`src/crc8_framed_packet_receiver_unit_macros.svh`:
```
// assertion macros shared by the packet receiver rtl
// no dependencies; included by files that carry concurrent checks
`ifndef CRC8_FRAMED_PACKET_RECEIVER_UNIT_MACROS_SVH
`define CRC8_FRAMED_PACKET_RECEIVER_UNIT_MACROS_SVH

// same-cycle implication, disabled while reset is asserted
`define CRC8FPR_ASSERT_IMPL(label, clk, rst_n, ante, cons) \
	label: assert property (@(posedge clk) disable iff (!rst_n) (ante) |-> (cons)) \
		else $error("crc8fpr same-cycle check failed");

// next-cycle implication, disabled while reset is asserted
`define CRC8FPR_ASSERT_NEXT(label, clk, rst_n, ante, cons) \
	label: assert property (@(posedge clk) disable iff (!rst_n) (ante) |=> (cons)) \
		else $error("crc8fpr next-cycle check failed");

`endif

```
`src/crc8fpr_pkg.sv`:
```
// shared types, constants and the crc-8 byte update for the packet receiver
// no dependencies
package crc8fpr_pkg;

	localparam int unsigned APB_ADDR_W = 3;
	localparam int unsigned APB_DATA_W = 32;

	localparam logic [7:0] CRC_INIT     = 8'hFF;
	localparam logic [7:0] CRC_POLY     = 8'h07;
	localparam logic [7:0] ABORT_BYTE   = 8'hFF;
	localparam logic [7:0] START_RESET  = 8'h02;
	localparam logic [7:0] END_RESET    = 8'h03;

	// item kind
	localparam logic CMD_BYTE    = 1'b0;
	localparam logic CMD_TIMEOUT = 1'b1;

	// register index, taken from paddr bit 2
	typedef enum logic {
		REG_START_BYTE = 1'b0,
		REG_END_BYTE   = 1'b1
	} reg_idx_t;

	typedef enum logic [1:0] {
		ST_OK         = 2'd0,
		ST_HUNT_ABORT = 2'd1,
		ST_BAD_END    = 2'd2,
		ST_BAD_CRC    = 2'd3
	} status_t;

	typedef struct packed {
		logic [7:0] start_byte;
		logic [7:0] end_byte;
	} cfg_t;

	typedef struct packed {
		logic       command;
		logic [7:0] rx_byte;
	} rx_item_t;

	typedef struct packed {
		logic       valid_res;
		status_t    status;
		logic [7:0] cmd;
		logic [7:0] table_index;
		logic [7:0] param;
	} result_t;

	// one byte through crc-8, msb first
	function automatic logic [7:0] crc8_update(input logic [7:0] crc, input logic [7:0] b);
		logic [7:0] c;
		c = crc ^ b;
		for (int k = 0; k < 8; k++) begin
			if (c[7]) begin
				c = {c[6:0], 1'b0} ^ CRC_POLY;
			end else begin
				c = {c[6:0], 1'b0};
			end
		end
		return c;
	endfunction

endpackage

```
`src/crc8fpr_rx_if.sv`:
```
// valid/ready channel carrying one received byte or timeout event
// no dependencies
interface crc8fpr_rx_if;

	logic       valid;
	logic       ready;
	logic       command;
	logic [7:0] rx_byte;

	modport source (output valid, output command, output rx_byte, input ready);
	modport sink (input valid, input command, input rx_byte, output ready);

endinterface

```
`src/crc8fpr_frame_if.sv`:
```
// valid/ready channel carrying one frame result
// no dependencies
interface crc8fpr_frame_if;

	logic       valid;
	logic       ready;
	logic       valid_res;
	logic [1:0] status;
	logic [7:0] cmd;
	logic [7:0] table_index;
	logic [7:0] param;

	modport source (
		output valid, output valid_res, output status, output cmd,
		output table_index, output param, input ready
	);
	modport sink (
		input valid, input valid_res, input status, input cmd,
		input table_index, input param, output ready
	);

endinterface

```
`src/crc8_framed_packet_receiver_unit.sv`:
```
// order: a frame's last byte is registered in the input stage, then its result in the result register
// throughput: one item per cycle unless a held result stalls; input stage refills while the result register drains
// input stage register, one state machine step, then the result register
// arst_n low clears the frame state to hunting, crc to 0xff, held bytes to zero,
// both channels empty and the start/end registers to 0x02/0x03
`include "crc8_framed_packet_receiver_unit_macros.svh"

module crc8_framed_packet_receiver_unit import crc8fpr_pkg::*; (
	input  logic                  clk,
	input  logic                  arst_n,
	crc8fpr_rx_if.sink            rx,
	crc8fpr_frame_if.source       frame,
	input  logic                  psel,
	input  logic                  penable,
	input  logic                  pwrite,
	input  logic [APB_ADDR_W-1:0] paddr,
	input  logic [APB_DATA_W-1:0] pwdata,
	output logic [APB_DATA_W-1:0] prdata,
	output logic                  pready
);

	cfg_t     cfg;
	rx_item_t item_s1;
	logic     valid_s1;
	logic     advance;
	logic     out_free;
	logic     emit;
	result_t  res;
	result_t  res_s2;
	logic     res_valid_s2;

	// configuration registers
	crc8fpr_cfg_regs u_cfg (
		.clk     (clk),
		.arst_n  (arst_n),
		.psel    (psel),
		.penable (penable),
		.pwrite  (pwrite),
		.paddr   (paddr),
		.pwdata  (pwdata),
		.prdata  (prdata),
		.pready  (pready),
		.cfg     (cfg)
	);

	// handshake control
	assign out_free = !res_valid_s2 || frame.ready;
	assign advance  = valid_s1 && out_free;
	assign rx.ready = !valid_s1 || advance;

	// input stage
	always_ff @(posedge clk or negedge arst_n) begin
		if (!arst_n) begin
			valid_s1 <= 1'b0;
		end else if (rx.valid && rx.ready) begin
			valid_s1 <= 1'b1;
		end else if (advance) begin
			valid_s1 <= 1'b0;
		end
	end

	always_ff @(posedge clk) begin
		if (rx.valid && rx.ready) begin
			item_s1.command <= rx.command;
			item_s1.rx_byte <= rx.rx_byte;
		end
	end

	// frame state machine
	crc8fpr_deframer u_deframer (
		.clk    (clk),
		.arst_n (arst_n),
		.step   (advance),
		.item   (item_s1),
		.cfg    (cfg),
		.emit   (emit),
		.res    (res)
	);

	// result register
	always_ff @(posedge clk or negedge arst_n) begin
		if (!arst_n) begin
			res_valid_s2 <= 1'b0;
		end else if (advance && emit) begin
			res_valid_s2 <= 1'b1;
		end else if (frame.ready) begin
			res_valid_s2 <= 1'b0;
		end
	end

	always_ff @(posedge clk) begin
		if (advance && emit) begin
			res_s2 <= res;
		end
	end

	assign frame.valid       = res_valid_s2;
	assign frame.valid_res   = res_s2.valid_res;
	assign frame.status      = res_s2.status;
	assign frame.cmd         = res_s2.cmd;
	assign frame.table_index = res_s2.table_index;
	assign frame.param       = res_s2.param;

	// checks
	`CRC8FPR_ASSERT_NEXT(a_stage_kept_on_stall, clk, arst_n, valid_s1 && !advance, valid_s1)
	`CRC8FPR_ASSERT_NEXT(a_accept_fills_stage, clk, arst_n, rx.valid && rx.ready, valid_s1)
	`CRC8FPR_ASSERT_NEXT(a_emit_loads_result, clk, arst_n, advance && emit, res_valid_s2)

endmodule

```
`src/crc8fpr_cfg_regs.sv`:
```
// apb register file: start and end byte of a frame
// depends on crc8fpr_pkg
module crc8fpr_cfg_regs import crc8fpr_pkg::*; (
	input  logic                  clk,
	input  logic                  arst_n,
	input  logic                  psel,
	input  logic                  penable,
	input  logic                  pwrite,
	input  logic [APB_ADDR_W-1:0] paddr,
	input  logic [APB_DATA_W-1:0] pwdata,
	output logic [APB_DATA_W-1:0] prdata,
	output logic                  pready,
	output cfg_t                  cfg
);

	logic [7:0] start_byte_q;
	logic [7:0] end_byte_q;
	logic       wr_en;
	reg_idx_t   reg_idx;

	assign pready  = 1'b1;
	assign wr_en   = psel && penable && pwrite && pready;
	assign reg_idx = reg_idx_t'(paddr[2]);

	// register write
	always_ff @(posedge clk or negedge arst_n) begin
		if (!arst_n) begin
			start_byte_q <= START_RESET;
			end_byte_q   <= END_RESET;
		end else if (wr_en) begin
			unique case (reg_idx)
				REG_START_BYTE: start_byte_q <= pwdata[7:0];
				REG_END_BYTE:   end_byte_q   <= pwdata[7:0];
				default:        ;
			endcase
		end
	end

	// read mux
	always_comb begin
		prdata = '0;
		unique case (reg_idx)
			REG_START_BYTE: prdata = {{(APB_DATA_W-8){1'b0}}, start_byte_q};
			REG_END_BYTE:   prdata = {{(APB_DATA_W-8){1'b0}}, end_byte_q};
			default:        prdata = '0;
		endcase
	end

	assign cfg.start_byte = start_byte_q;
	assign cfg.end_byte   = end_byte_q;

endmodule

```
`src/crc8fpr_deframer.sv`:
```
// frame state machine with running crc-8 and held frame bytes
// depends on crc8fpr_pkg and the assertion macro header
`include "crc8_framed_packet_receiver_unit_macros.svh"

module crc8fpr_deframer import crc8fpr_pkg::*; (
	input  logic     clk,
	input  logic     arst_n,
	input  logic     step,
	input  rx_item_t item,
	input  cfg_t     cfg,
	output logic     emit,
	output result_t  res
);

	typedef enum logic [5:0] {
		S_HUNT = 6'b000001,
		S_CMD  = 6'b000010,
		S_TBL  = 6'b000100,
		S_PRM  = 6'b001000,
		S_CRC  = 6'b010000,
		S_ETX  = 6'b100000
	} frame_state_t;

	frame_state_t state_q, state_d;
	logic [7:0]   crc_q, crc_d;
	logic [7:0]   cmd_q, cmd_d;
	logic [7:0]   tbl_q, tbl_d;
	logic [7:0]   prm_q, prm_d;
	logic         match_q, match_d;
	logic [7:0]   b;
	logic [7:0]   crc_upd;

	// a timeout counts as the abort byte
	assign b       = (item.command == CMD_TIMEOUT) ? ABORT_BYTE : item.rx_byte;
	assign crc_upd = crc8_update(crc_q, b);

	// next state and result
	always_comb begin
		state_d = state_q;
		crc_d   = crc_q;
		cmd_d   = cmd_q;
		tbl_d   = tbl_q;
		prm_d   = prm_q;
		match_d = match_q;
		emit    = 1'b0;
		res     = '0;
		unique case (state_q)
			S_CMD: begin
				cmd_d   = b;
				crc_d   = crc_upd;
				state_d = S_TBL;
			end
			S_TBL: begin
				tbl_d   = b;
				crc_d   = crc_upd;
				state_d = S_PRM;
			end
			S_PRM: begin
				prm_d   = b;
				crc_d   = crc_upd;
				state_d = S_CRC;
			end
			S_CRC: begin
				match_d = (crc_q == b);
				state_d = S_ETX;
			end
			S_ETX: begin
				state_d = S_HUNT;
				emit    = 1'b1;
				// end byte is checked ahead of the crc
				if (b != cfg.end_byte) begin
					res.status = ST_BAD_END;
				end else if (!match_q) begin
					res.status = ST_BAD_CRC;
				end else begin
					res.valid_res   = 1'b1;
					res.status      = ST_OK;
					res.cmd         = cmd_q;
					res.table_index = tbl_q;
					res.param       = prm_q;
				end
			end
			default: begin
				// hunting: abort byte wins over a start byte of the same value
				state_d = S_HUNT;
				if (b == ABORT_BYTE) begin
					emit       = 1'b1;
					res.status = ST_HUNT_ABORT;
				end else if (b == cfg.start_byte) begin
					crc_d   = CRC_INIT;
					state_d = S_CMD;
				end
			end
		endcase
	end

	// state registers, advanced once per processed item
	always_ff @(posedge clk or negedge arst_n) begin
		if (!arst_n) begin
			state_q <= S_HUNT;
			crc_q   <= CRC_INIT;
			cmd_q   <= '0;
			tbl_q   <= '0;
			prm_q   <= '0;
			match_q <= 1'b0;
		end else if (step) begin
			state_q <= state_d;
			crc_q   <= crc_d;
			cmd_q   <= cmd_d;
			tbl_q   <= tbl_d;
			prm_q   <= prm_d;
			match_q <= match_d;
		end
	end

	// checks
	`CRC8FPR_ASSERT_IMPL(a_emit_from_hunt_or_etx, clk, arst_n, step && emit, state_q == S_ETX || state_q == S_HUNT)
	`CRC8FPR_ASSERT_NEXT(a_crc_then_etx, clk, arst_n, step && state_q == S_CRC, state_q == S_ETX)
	`CRC8FPR_ASSERT_NEXT(a_hold_without_step, clk, arst_n, !step, $stable(state_q) && $stable(crc_q) && $stable(match_q))

endmodule
```
`src/flat_wrapper.sv`:
```
// flat-port wrapper written by rule: the top's interface ports become plain ports
module crc8_framed_packet_receiver_unit_flat import crc8fpr_pkg::*;
  (clk, arst_n, psel, penable, pwrite, paddr, pwdata, prdata, pready, rx_valid, rx_command, rx_rx_byte, rx_ready, frame_valid, frame_valid_res, frame_status, frame_cmd, frame_table_index, frame_param, frame_ready);
  crc8fpr_rx_if rx_i ();
  crc8fpr_frame_if frame_i ();
  input  logic clk;
  input  logic arst_n;
  input  logic psel;
  input  logic penable;
  input  logic pwrite;
  input  logic [APB_ADDR_W-1:0] paddr;
  input  logic [APB_DATA_W-1:0] pwdata;
  output logic [APB_DATA_W-1:0] prdata;
  output logic pready;
  input wire logic [$bits(rx_i.valid)-1:0] rx_valid;
  input wire logic [$bits(rx_i.command)-1:0] rx_command;
  input wire logic [$bits(rx_i.rx_byte)-1:0] rx_rx_byte;
  output wire logic [$bits(rx_i.ready)-1:0] rx_ready;
  output wire logic [$bits(frame_i.valid)-1:0] frame_valid;
  output wire logic [$bits(frame_i.valid_res)-1:0] frame_valid_res;
  output wire logic [$bits(frame_i.status)-1:0] frame_status;
  output wire logic [$bits(frame_i.cmd)-1:0] frame_cmd;
  output wire logic [$bits(frame_i.table_index)-1:0] frame_table_index;
  output wire logic [$bits(frame_i.param)-1:0] frame_param;
  input wire logic [$bits(frame_i.ready)-1:0] frame_ready;
  assign rx_i.valid = rx_valid;
  assign rx_i.command = rx_command;
  assign rx_i.rx_byte = rx_rx_byte;
  assign rx_ready = rx_i.ready;
  assign frame_valid = frame_i.valid;
  assign frame_valid_res = frame_i.valid_res;
  assign frame_status = frame_i.status;
  assign frame_cmd = frame_i.cmd;
  assign frame_table_index = frame_i.table_index;
  assign frame_param = frame_i.param;
  assign frame_i.ready = frame_ready;
  crc8_framed_packet_receiver_unit u_core (.clk(clk), .arst_n(arst_n), .rx(rx_i), .frame(frame_i), .psel(psel), .penable(penable), .pwrite(pwrite), .paddr(paddr), .pwdata(pwdata), .prdata(prdata), .pready(pready));
endmodule
```
`config.mk`:
```
export PLATFORM = sky130hd
export DESIGN_NAME = crc8_framed_packet_receiver_unit_flat
export DESIGN_NICKNAME = d
export VERILOG_FILES = /design/src/crc8fpr_pkg.sv /design/src/crc8fpr_rx_if.sv /design/src/crc8fpr_frame_if.sv /design/src/crc8_framed_packet_receiver_unit.sv /design/src/crc8fpr_cfg_regs.sv /design/src/crc8fpr_deframer.sv /design/src/flat_wrapper.sv
export VERILOG_INCLUDE_DIRS = /design/src /design/src/src
export SDC_FILE = /design/constraint.sdc
export NUM_CORES = 1
export LEC_CHECK = 0
export ABC_CLOCK_PERIOD_IN_PS = 3000
export BUFFER_PORTS_ARGS = -buffer_cell sky130_fd_sc_hd__clkbuf_2
export CAP_MARGIN = 25
export CORE_ASPECT_RATIO = 1.75
export CORE_MARGIN = 5
export CORE_UTILIZATION = 43
export CTS_CLUSTER_SIZE = 8
export DETAILED_ROUTE_END_ITERATION = 16
export GPL_TIMING_DRIVEN = 0
export MAX_ROUTING_LAYER = met4
export PLACE_DENSITY = 0.69
export RECOVER_POWER = 50
export SKIP_LAST_GASP = 1
export SLEW_MARGIN = 20
export SYNTH_ARGS = -nofsm -noshare
export SYNTH_HDL_FRONTEND = slang
export SYNTH_SLANG_ARGS = --single-unit
```
`constraint.sdc`:
```
create_clock -name clk -period 3 [get_ports clk]
set_input_delay 0.3 -clock clk [delete_from_list [all_inputs] [get_ports clk]]
set_output_delay 0.3 -clock clk [all_outputs]
set_load 0.005 [all_outputs]
```
==> metrics.yaml <==
outcome:
  outcome: "finished, final reports clean"
cells_and_area:
  fin_util_pct: 51.8
  fill_cells: 979
  n_antenna_cell: 0
  fin_nets: 552
  area_delta_synth_final_pct: 17.9
  finalNonFillerCells: 633
  layout_common_cells: "clkbuf_2, dfrtp_1, edfxtp_1"
  drive_gt1_share_pct: 30.0
  fin_area_um2: 5570
synthesis:
  syn_avg_cell_area_um2: 11.8
  synth_edf_count: 36
  syn-instance-count: 402
  netlist_area_um2: 4730
  async_flop_share_pct: 61.3
  ys_seq_area_share_pct: 53.4
  synth-seq-cells: 93
  ys.flop_type: "dfrtp_1"
  yosys_warnings: 0
  netlist-cell-type-count: 52
grt:
  grt_pass1_vias: 3255
  antenna_found_initial: 0
  grt_pass1_wl_um: 15800
  grt_use_total_pct: 16.1
  grt_max_degree: 58
  grt_overflow: 0
floorplan:
  dieHeight_um: 149
  die_width_um: 89.2
  start_util_pct: 43.9
  fp-row-count: 50
  die-area_um2: 13300
  core_um2: 10800
  pin_count: 113
clocking:
  clk_pin_slew_ps: 60
  ctsHtreeMaxLevel: 3
  hold_buffers: 0
  numCtsBuffers: 9
  clk_path_buf_depth: 2
  clk_latency_ps: 340
  post_cts_buffers: 0
  ctsResizeCount: 0
  cts_tree: "yes"
  root_buffer: "clkbuf_16"
  cts_sinks: 93
timing:
  tns_ps: 0
  slew_violations: 0
  postLayoutSetupSlackWorst_ps: 459
  final.setup_skew_ps: 7.23
  clock.fmax_ghz: 0.394
  rsz0062_at_grt: "false"
  hold_slack_ps: 131
  fin_crit_sh_pct: 84.7
  relSlewSlack_pct: 5.70
  min_period_ps: 2540
  worstMarginPinSlew_ps: 1410
  setup_viol: 0
  final-hold-violation-count: 0
setup_path:
  cp.arrival_ps: 2630
  path_buf_inv: 2
  worst_path_max_delay_cell: "nor2_1"
  max_stage_delay_ps: 570
  critPathKind: "reg -> reg"
  crit_chain: "clkbuf_1 > nor2_1 > mux2_2 > a31oi_1 > nor4_4 > buf_6 > nor2_1"
  required_ps: 3090
  critPathTopFamily: "simple AND/OR/NAND/NOR gates"
  cp-end-kind: "flop"
  path_max_fanout: 10
  critical_path.most_common_cell: "nor2_1"
  cp-start-kind: "flop"
route:
  via_per_inst: 5.18
  wl_um: 9830
  antenna_left: 0
  drc: 0
  vias: 3280
  firstDrtPassIters: 4
  drt_iter0_markers: 226
  wl_per_cell_um: 15.5
placed_design:
  port_buffers: 61
  placedCellCount: 617
  placed_area_um2: 5320
  place_congestion: 0.886
  pre_cts_ws_ps: 484
  dp_hpwl_um: 7540
power:
  p_leak_nw: 2.52
  max-vdd-ir-drop_mv: 0.396
  p_per_area_nw_per_um2: 545
  total_power_mw: 3.04
run:
  cap_viol_max_count: 0
worst_hold_path:
  hold_path_class: "in -> reg"
## area by class of cell
| cell class | instances | area, um2 | area share, % |
|---|---|---|---|
| Sequential cell | 93 | 2520 | 45.3 |
| Multi-Input combinational cell | 281 | 1970 | 35.3 |
| Buffer | 48 | 324 | 5.82 |
| Timing Repair Buffer | 62 | 313 | 5.61 |
| Clock buffer | 10 | 229 | 4.11 |
| Tap cell | 130 | 163 | 2.92 |
| Clock inverter | 6 | 41.3 | 0.741 |
| Inverter | 3 | 11.3 | 0.202 |
## registers in the layout, summed over array words and instances (netlist names)
signal / flops
u_core.u_deframer.match_q: 1
u_core.u_deframer.tbl_q: 8
u_core.frame.table_index: 8
u_core.u_deframer.state_q: 6
u_core.u_deframer.prm_q: 8
u_core.u_deframer.cmd_q: 8
u_core.frame.param: 8
u_core.frame.status: 2
u_core.item_s1: 9
u_core.u_cfg.start_byte_q: 8
u_core.valid_s1: 1
u_core.frame.valid_res: 1
u_core.frame.valid: 1
u_core.u_cfg.end_byte_q: 8
u_core.frame.cmd: 8
u_core.u_deframer.crc_q: 8
## cell usage after synthesis, types with 3 or more instances
cell	instances	area, um2
o41ai_1	4	35.0
ha_1	3	37.5
or3_1	5	31.3
nor2_1	35	131
o21ai_0	11	55.1
a2bb2oi_2	7	105
and3_1	26	163
xor2_1	23	201
nor3_1	5	25.0
edfxtp_1	36	1080
o22ai_1	3	18.8
mux2_2	25	282
clkbuf_1	13	48.8
inv_1	3	11.3
a21oi_1	22	110
dfstp_2	12	315
nand2_1	26	97.6
dfrtp_1	45	1130
xnor2_1	10	87.6
nand3_1	8	40.0
buf_6	6	67.6
nand4_1	3	18.8
a31oi_1	3	18.8
buf_2	4	20.0
buf_4	25	188
## report_power, final
group	switching, mW	total [mW]	internal [mW]
Combinational	0.251	0.496	0.245
Sequential	0.0865	1.51	1.42
Clock	0.470	1.03	0.559
Total	0.808	3.04	2.23
## metal layers
layer	wire length [um]	track usage (%)
met4	339	8.42
met2	5440	29.0
met5	0	-
met1	3520	16.5
met3	536	1.83
## final timing paths
| check | start | to | cells after the start | slack, ps |
|---|---|---|---|---|
| min | rx_rx_byte[4] | u_core.item_s1[4] | 1 | 130 |
| max | u_core.item_s1[6] | u_core.frame.status[1] | 7 | 460 |
| min reg2reg | u_core.u_deframer.cmd_q[7] | u_core.u_deframer.cmd_q[7] | 2 | 480 |
| min in group asynchronous | arst_n | u_core.u_cfg.end_byte_q[6] | 1 | 280 |
| max in group asynchronous | arst_n | u_core.u_deframer.prm_q[7] | 1 | 1860 |
| max reg2reg | u_core.item_s1[6] | u_core.frame.status[1] | 7 | 460 |
## cells by family after synthesis
logic type	after synthesis	share of synthesized area, %
mux	26	6.20
compound gates	69	11.5
flops	93	53.4
xor+xnor	36	7.60
buf+inv	51	7.10
other cells	2	0.159
simple gates	122	13.2
fa+ha+maj	3	0.794
Note: power is estimated with default switching activity, not from simulation.
